[src/tgapd_pkg.sv]
package tgapd_pkg;

    // field widths
    localparam int unsigned BYTE_W  = 8;
    localparam int unsigned COLOR_W = 32;
    localparam int unsigned COUNT_W = 8;
    localparam int unsigned BPP_W   = 3;
    localparam int unsigned PCNT_W  = 32;
    localparam int unsigned CFG_W   = 32;
    localparam int unsigned IDX_W   = 2;

    // register indexes
    typedef enum logic [IDX_W-1:0] {
        REG_BYTES_PER_PIXEL = 2'd0,
        REG_RLE_ENABLE      = 2'd1,
        REG_PIXEL_COUNT     = 2'd2,
        REG_UNUSED          = 2'd3
    } reg_index_t;

    // reset values of the registers
    localparam logic [BPP_W-1:0]  BPP_RESET  = 3'd4;
    localparam logic              RLE_RESET  = 1'b0;
    localparam logic [PCNT_W-1:0] PCNT_RESET = 32'd1;

    // three-byte pixel code and opaque alpha
    localparam logic [BPP_W-1:0]  BPP_BGR      = 3'd3;
    localparam logic [BYTE_W-1:0] ALPHA_OPAQUE = 8'hFF;

    // configuration as seen by the decoder
    typedef struct packed {
        logic [BPP_W-1:0]  bytes_per_pixel;
        logic              rle_enable;
        logic [PCNT_W-1:0] pixel_count;
    } cfg_t;

    // one result item
    typedef struct packed {
        logic [COLOR_W-1:0] pixel_color;
        logic [COUNT_W-1:0] repeat_count;
        logic               last_pixel;
    } result_t;

endpackage

[src/tgapd_cfg_regs.sv]
module tgapd_cfg_regs
    import tgapd_pkg::*;
(
    input  logic             clk,
    input  logic             rst_n,
    input  logic             cfg_write,
    input  logic [IDX_W-1:0] cfg_index,
    input  logic [CFG_W-1:0] cfg_data,
    output cfg_t             cfg,
    output cfg_t             cfg_new,
    output logic             restart
);

    cfg_t cfg_reg;
    cfg_t cfg_next;
    logic hit;

    // decode the write, the unused index is dropped
    always_comb
    begin
        cfg_next = cfg_reg;
        hit      = 1'b0;
        if (cfg_write)
        begin
            unique case (reg_index_t'(cfg_index))
                REG_BYTES_PER_PIXEL:
                begin
                    cfg_next.bytes_per_pixel = cfg_data[BPP_W-1:0];
                    hit = 1'b1;
                end
                REG_RLE_ENABLE:
                begin
                    cfg_next.rle_enable = cfg_data[0];
                    hit = 1'b1;
                end
                REG_PIXEL_COUNT:
                begin
                    cfg_next.pixel_count = cfg_data[PCNT_W-1:0];
                    hit = 1'b1;
                end
                default:
                begin
                    hit = 1'b0;
                end
            endcase
        end
    end

    // register storage
    always_ff @(posedge clk or negedge rst_n)
    begin
        if (!rst_n)
        begin
            cfg_reg.bytes_per_pixel <= BPP_RESET;
            cfg_reg.rle_enable      <= RLE_RESET;
            cfg_reg.pixel_count     <= PCNT_RESET;
        end
        else
        begin
            cfg_reg <= cfg_next;
        end
    end

    assign cfg     = cfg_reg;
    assign cfg_new = cfg_next;
    assign restart = hit;

endmodule

[src/tgapd_in_stage.sv]
module tgapd_in_stage
    import tgapd_pkg::*;
(
    input  logic              clk,
    input  logic              rst_n,
    input  logic              in_valid,
    output logic              in_stall,
    input  logic [BYTE_W-1:0] data_byte,
    input  logic              step,
    output logic              byte_valid,
    output logic [BYTE_W-1:0] byte_data
);

    logic              valid_reg;
    logic              valid_next;
    logic [BYTE_W-1:0] data_reg;
    logic              accept;

    // hold off the sender only while a byte waits and cannot move on
    assign in_stall = valid_reg && !step;
    assign accept   = in_valid && !in_stall;

    always_comb
    begin
        valid_next = valid_reg;
        if (accept)
        begin
            valid_next = 1'b1;
        end
        else if (step)
        begin
            valid_next = 1'b0;
        end
    end

    always_ff @(posedge clk or negedge rst_n)
    begin
        if (!rst_n)
        begin
            valid_reg <= 1'b0;
        end
        else
        begin
            valid_reg <= valid_next;
        end
    end

    // payload register, no reset
    always_ff @(posedge clk)
    begin
        if (accept)
        begin
            data_reg <= data_byte;
        end
    end

    assign byte_valid = valid_reg;
    assign byte_data  = data_reg;

endmodule

[src/tgapd_decode.sv]
module tgapd_decode
    import tgapd_pkg::*;
(
    input  logic              clk,
    input  logic              rst_n,
    input  cfg_t              cfg,
    input  cfg_t              cfg_new,
    input  logic              restart,
    input  logic              step,
    input  logic [BYTE_W-1:0] byte_data,
    output logic              emit,
    output result_t           result
);

    logic                    awaiting_reg, awaiting_next;
    logic [1:0]              pos_reg, pos_next;
    logic [23:0]             partial_reg, partial_next;
    logic [COUNT_W-1:0]      packet_rem_reg, packet_rem_next;
    logic                    run_reg, run_next;
    logic [PCNT_W-1:0]       remaining_reg, remaining_next;

    logic                    is_bgr;
    logic                    last_byte;
    logic                    done;
    logic [COLOR_W-1:0]      color;
    logic [COUNT_W-1:0]      count_raw;
    logic [COUNT_W-1:0]      count;
    logic [COUNT_W-1:0]      rem_dec;
    logic [PCNT_W-1:0]       remaining_after;

    assign is_bgr    = (cfg.bytes_per_pixel == BPP_BGR);
    assign last_byte = is_bgr ? (pos_reg == 2'd2) : (pos_reg == 2'd3);
    assign done      = (remaining_reg == '0);

    // final color: red closes a BGR pixel, alpha closes a BGRA pixel
    assign color = is_bgr ? {ALPHA_OPAQUE, partial_reg[23:8], byte_data}
                          : {byte_data, partial_reg};

    // pixels in this result before clipping
    assign rem_dec = (packet_rem_reg != '0) ? packet_rem_reg - 8'd1 : packet_rem_reg;
    always_comb
    begin
        count_raw = 8'd1;
        if (cfg.rle_enable && run_reg && (packet_rem_reg != '0))
        begin
            count_raw = packet_rem_reg;
        end
    end

    // clip against the pixels still owed to the image
    assign count = (remaining_reg < {24'd0, count_raw}) ? remaining_reg[COUNT_W-1:0]
                                                        : count_raw;
    assign remaining_after = remaining_reg - {24'd0, count};

    // next state
    always_comb
    begin
        awaiting_next   = awaiting_reg;
        pos_next        = pos_reg;
        partial_next    = partial_reg;
        packet_rem_next = packet_rem_reg;
        run_next        = run_reg;
        remaining_next  = remaining_reg;
        emit            = 1'b0;
        if (restart)
        begin
            awaiting_next   = cfg_new.rle_enable;
            pos_next        = 2'd0;
            partial_next    = '0;
            packet_rem_next = '0;
            run_next        = 1'b0;
            remaining_next  = cfg_new.pixel_count;
        end
        else if (step && !done)
        begin
            if (cfg.rle_enable && awaiting_reg)
            begin
                // packet header
                run_next        = byte_data[7];
                packet_rem_next = {1'b0, byte_data[6:0]} + 8'd1;
                awaiting_next   = 1'b0;
                pos_next        = 2'd0;
                partial_next    = '0;
            end
            else if (!last_byte)
            begin
                // blue, green, then red of a four-byte pixel
                unique case (pos_reg)
                    2'd0:    partial_next[23:16] = byte_data;
                    2'd1:    partial_next[15:8]  = byte_data;
                    default: partial_next[7:0]   = byte_data;
                endcase
                pos_next = pos_reg + 2'd1;
            end
            else
            begin
                // pixel complete
                emit           = 1'b1;
                pos_next       = 2'd0;
                partial_next   = '0;
                remaining_next = remaining_after;
                if (cfg.rle_enable)
                begin
                    if (run_reg)
                    begin
                        packet_rem_next = '0;
                        awaiting_next   = 1'b1;
                    end
                    else
                    begin
                        packet_rem_next = rem_dec;
                        if (rem_dec == '0)
                        begin
                            awaiting_next = 1'b1;
                        end
                    end
                end
            end
        end
    end

    always_ff @(posedge clk or negedge rst_n)
    begin
        if (!rst_n)
        begin
            awaiting_reg   <= RLE_RESET;
            pos_reg        <= 2'd0;
            partial_reg    <= '0;
            packet_rem_reg <= '0;
            run_reg        <= 1'b0;
            remaining_reg  <= PCNT_RESET;
        end
        else
        begin
            awaiting_reg   <= awaiting_next;
            pos_reg        <= pos_next;
            partial_reg    <= partial_next;
            packet_rem_reg <= packet_rem_next;
            run_reg        <= run_next;
            remaining_reg  <= remaining_next;
        end
    end

    assign result.pixel_color  = color;
    assign result.repeat_count = count;
    assign result.last_pixel   = (remaining_after == '0);

endmodule

[src/tgapd_out_stage.sv]
module tgapd_out_stage
    import tgapd_pkg::*;
(
    input  logic               clk,
    input  logic               rst_n,
    input  logic               step,
    input  logic               emit,
    input  result_t            result,
    output logic               ready,
    output logic               out_valid,
    input  logic               out_stall,
    output logic [COLOR_W-1:0] pixel_color,
    output logic [COUNT_W-1:0] repeat_count,
    output logic               last_pixel
);

    logic    valid_reg;
    logic    valid_next;
    result_t result_reg;
    logic    load;

    // register can take a new item when empty or being drained
    assign ready = !valid_reg || !out_stall;
    assign load  = step && emit;

    always_comb
    begin
        valid_next = valid_reg;
        if (load)
        begin
            valid_next = 1'b1;
        end
        else if (valid_reg && !out_stall)
        begin
            valid_next = 1'b0;
        end
    end

    always_ff @(posedge clk or negedge rst_n)
    begin
        if (!rst_n)
        begin
            valid_reg <= 1'b0;
        end
        else
        begin
            valid_reg <= valid_next;
        end
    end

    // result payload, no reset
    always_ff @(posedge clk)
    begin
        if (load)
        begin
            result_reg <= result;
        end
    end

    assign out_valid    = valid_reg;
    assign pixel_color  = result_reg.pixel_color;
    assign repeat_count = result_reg.repeat_count;
    assign last_pixel   = result_reg.last_pixel;

endmodule

[src/tga_truecolor_pixel_decoder_top.sv]
// True-color TGA pixel-data decoder.
// Input channel: in_valid / in_stall carry one pixel-data byte per item
// (data_byte). Output channel: out_valid / out_stall carry one run item:
// pixel_color (red in bits 7:0, alpha in 31:24), repeat_count (1 to 128)
// and last_pixel, set on the item that completes the image.
// Header bytes and partial pixels give no output item; bytes after the
// last pixel are dropped.
// Throughput: one byte per clock while the receiver does not stall, set by
// the single decode stage between the input byte register and the output
// result register. A pixel's last byte is decoded from the input register
// and its item is loaded into the result register, which raises out_valid.
// When the receiver stalls, the result register holds its item and the
// waiting byte stays in the input register; in_stall rises only while both
// are full. Reset empties both registers and loads bytes_per_pixel = 4,
// rle_enable = 0, pixel_count = 1. A write to index 0, 1 or 2 through
// cfg_write / cfg_index / cfg_data restarts the image; write only when idle.
module tga_truecolor_pixel_decoder_top
    import tgapd_pkg::*;
(
    input  logic               clk,
    input  logic               rst_n,
    input  logic               cfg_write,
    input  logic [IDX_W-1:0]   cfg_index,
    input  logic [CFG_W-1:0]   cfg_data,
    input  logic               in_valid,
    output logic               in_stall,
    input  logic [BYTE_W-1:0]  data_byte,
    output logic               out_valid,
    input  logic               out_stall,
    output logic [COLOR_W-1:0] pixel_color,
    output logic [COUNT_W-1:0] repeat_count,
    output logic               last_pixel
);

    cfg_t              cfg;
    cfg_t              cfg_new;
    logic              restart;
    logic              byte_valid;
    logic [BYTE_W-1:0] byte_data;
    logic              ready;
    logic              step;
    logic              emit;
    result_t           result;

    // a waiting byte is decoded when the result register can take it
    assign step = byte_valid && ready;

    tgapd_cfg_regs u_cfg_regs (
        .clk       (clk),
        .rst_n     (rst_n),
        .cfg_write (cfg_write),
        .cfg_index (cfg_index),
        .cfg_data  (cfg_data),
        .cfg       (cfg),
        .cfg_new   (cfg_new),
        .restart   (restart)
    );

    tgapd_in_stage u_in_stage (
        .clk        (clk),
        .rst_n      (rst_n),
        .in_valid   (in_valid),
        .in_stall   (in_stall),
        .data_byte  (data_byte),
        .step       (step),
        .byte_valid (byte_valid),
        .byte_data  (byte_data)
    );

    tgapd_decode u_decode (
        .clk       (clk),
        .rst_n     (rst_n),
        .cfg       (cfg),
        .cfg_new   (cfg_new),
        .restart   (restart),
        .step      (step),
        .byte_data (byte_data),
        .emit      (emit),
        .result    (result)
    );

    tgapd_out_stage u_out_stage (
        .clk          (clk),
        .rst_n        (rst_n),
        .step         (step),
        .emit         (emit),
        .result       (result),
        .ready        (ready),
        .out_valid    (out_valid),
        .out_stall    (out_stall),
        .pixel_color  (pixel_color),
        .repeat_count (repeat_count),
        .last_pixel   (last_pixel)
    );

endmodule

[config.mk]
export PLATFORM = sky130hd
export DESIGN_NAME = tga_truecolor_pixel_decoder_top
export DESIGN_NICKNAME = d
export VERILOG_FILES = /design/src/tgapd_pkg.sv /design/src/tgapd_cfg_regs.sv /design/src/tgapd_in_stage.sv /design/src/tgapd_decode.sv /design/src/tgapd_out_stage.sv /design/src/tga_truecolor_pixel_decoder_top.sv
export SDC_FILE = /design/constraint.sdc
export NUM_CORES = 1
export LEC_CHECK = 0
export BUFFER_PORTS_ARGS = -buffer_cell sky130_fd_sc_hd__clkbuf_2
export CORE_MARGIN = 2
export CORE_UTILIZATION = 56
export DETAILED_ROUTE_END_ITERATION = 16
export PLACE_DENSITY = 0.77
export SYNTH_ARGS = -nofsm -noshare
export SYNTH_HDL_FRONTEND = slang
export SYNTH_SLANG_ARGS = --single-unit
[constraint.sdc]
create_clock -name clk -period 10.3 [get_ports clk]
set_input_delay 0.515 -clock clk [delete_from_list [all_inputs] [get_ports clk]]
set_output_delay 0.515 -clock clk [all_outputs]
set_load 0.01 [all_outputs]
==> qor.yml <==
outcome: "completed"
reg2reg_from: "u_decode.packet_rem_reg[0]"
reg2regPathDepth: 22
relSlewSlack: 0.131
cts_resized: 0
syn-num-nets: 830
async_flop_share: 0.684
antenna_found_initial: 0
synth-edff-count: 49
grt_pass1_wl_um: 32400
cts_setup_buffers: 0
fin_skew_ps: 7.67
syn_area_per_cell_um2: 10.6
layout.nets: 904
max_freq_ghz: 0.143
clk_latency_ps: 430
ys.flop_type: "dfrtp_1"
cts_buffers: 17
clkTransAtPathRegs_ps: 70
largest_reg_flops: 36
path_common_cell: "ha_1"
synth_seq_area_share: 0.511
fillers: 1126
hold_buffers: 0
ir_drop_uv: 141
gp_congestion: 0.911
placed_cells: 999
crit_slowest_cell: "nor3_2"
die_h_um: 124
min_path_type: "primary input to async pin"
die-area_um2: 15400
cp_max_fo: 21
routed_wl_um: 20900
grt_pass1_vias: 6073
grt-ovfl-total: 0
dp_hpwl_um: 15000
root_buffer: "clkbuf_16"
final_cells: 1031
reg2reg_slack_ps: 3280
cpPeakStageDelay_ps: 940
drc: 0
cts_tree: "yes"
finalCriticalPeriod_ps: 7020
wl_per_cell_um: 20.2
yosysUniqueCellTypes: 65
timing.rr.end: "u_out_stage.last_pixel"
portBuffers: 89
dp_slack_ps: 3390
setup_viol: 0
drtIter0Drc: 658
slew_violations: 0
start_util: 0.578
drive_gt1_frac: 0.253
die_x_um: 124
viasPerCell: 6.09
critPathTopFamily: "simple AND/OR/NAND/NOR gates"
dr_total_vias: 6277
firstDrtPassIters: 5
core_area_um2: 14000
hold-worst-slack_ps: 15.5
p_leak_uw: 0.00384
drv_cap: 0
path_cells: "inv_1, ha_1, or3b_2, or3_1, nand3_1, ha_1, or3_1, a21oi_1, a211oi_1, nor3_2, a21oi_1, ha_1, fa_1, nor4b_1, nand4_1, a311oi_1, o2111ai_1, a2111oi_0, o2111ai_1, a221oi_1, nand4_1, nor4_1"
syn_to_final_growth_pct: 15.0
htree_levels: 4
power_density_nw_per_um2: 243
crit_arrival_ps: 7270
rsz0062_at_grt: "no"
layout_setup_ws_ps: 3280
grt_max_degree: 80
track_usage: 0.282
drtAntennaViolNets: 0
fin_setup_tns_ps: 0
hold_viol_final: 0
end_kind: "flop"
io_pins: 90
crit_type: "flop to flop"
syn_inst: 764
required_ps: 10550
tightest_slew_ps: 1300
final_common_cell: "dfrtp_1"
layout_common_cells: "dfrtp_1 (103), clkbuf_2 (88), nand2_1 (86)"
worst-path-buf-inv: 1
clk_path_buf_depth: 2
syn_area_um2: 8080
yosysWarningCount: 0
fin_crit_sh: 0.681
num_rows: 43
cts_sinks: 155
ys_ff_latch: 155
crit_path_start_kind: "flop"
n_antenna_cell: 0
==> cell families after synthesis <==
group,share of synthesized area
multiplexers,0.101
AND/OR/NAND/NOR,0.168
AO/OA/AOI/OAI,0.122
XOR/XNOR,0.0401
adder cells (fa/ha/maj),0.0303
flip-flops,0.511
buffers and inverters,0.0282
==> layout make-up <==
cell class,instances,area [um2],share of cell area
sequential,155,4130,0.444
clock buffer,18,450,0.0485
multi-input combinational,551,3740,0.402
timing repair buffer,93,478,0.0514
inverter,20,75.1,0.00808
tap,180,225,0.0242
clock inverter,14,196,0.0211
==> through the flow <==
step	util	instance area, um2	total power [uW]
after detailed placement	0.618	8650	1560
final	0.664	9290	2260
after global placement	0.618	8650	1530
after CTS	0.664	9290	2260
after floorplan	-	8080	1360
after global routing	0.664	9290	2380
==> synth_stat cells (6+ instances only) <==
library cell	instances	area, um2
a21o_1	6	45.0
a21oi_1	25	125
and2_1	15	93.8
clkbuf_1	33	124
dfrtp_1	103	2580
edfxtp_1	49	1470
ha_1	18	225
inv_1	19	71.3
mux2_2	69	777
nand2_1	86	323
nand2b_1	16	100
nand3_1	19	95.1
nor2_1	53	199
nor3_1	25	125
nor4_1	6	37.5
o21a_1	9	67.6
o21ai_0	45	225
o21ai_1	10	50.1
o31ai_1	7	52.6
or3_1	17	106
xnor2_1	19	166
xor2_1	18	158
==> routing by layer <==
layer / vias up / global-route usage / wire length, um
met5: - / 0 / 0
met4: 0 / 0.0927 / 384
met3: 37 / 0.0508 / 1080
met2: 223 / 0.448 / 9990
met1: 3104 / 0.393 / 9400
li1: 2913 / - / -
==> worst reg2reg max path, cell delays in order (launching register included) <==
cell,delay [ps]
dfrtp_1,440
inv_1,100
ha_1,240
or3b_2,510
or3_1,500
nand3_1,170
ha_1,240
or3_1,360
a21oi_1,150
a211oi_1,150
nor3_2,950
a21oi_1,230
ha_1,280
fa_1,540
nor4b_1,280
nand4_1,130
a311oi_1,270
o2111ai_1,140
a2111oi_0,350
o2111ai_1,180
a221oi_1,260
nand4_1,140
nor4_1,250
==> where the power goes <==
group,switching [uW],internal (uW)
Clock,282,406
Combinational,393,284
Sequential,121,775
Total,796,1470
==> how the worst max path moves through the flow <==
stage	startpoint	end	slack [ps]	cells after the start
6_report	u_decode.packet_rem_reg[0]	u_out_stage.last_pixel	3280	22
5_1_grt	u_decode.packet_rem_reg[0]	u_out_stage.last_pixel	2700	22
4_1_cts	u_decode.packet_rem_reg[0]	u_out_stage.last_pixel	3380	22
3_5_place_dp	u_decode.packet_rem_reg[0]	u_out_stage.last_pixel	3390	22
3_3_place_gp	u_decode.packet_rem_reg[0]	u_out_stage.last_pixel	3580	22
2_1_floorplan	u_decode.packet_rem_reg[0]	u_out_stage.last_pixel	4120	25
No activity file was read; power rests on OpenSTA's default activity.
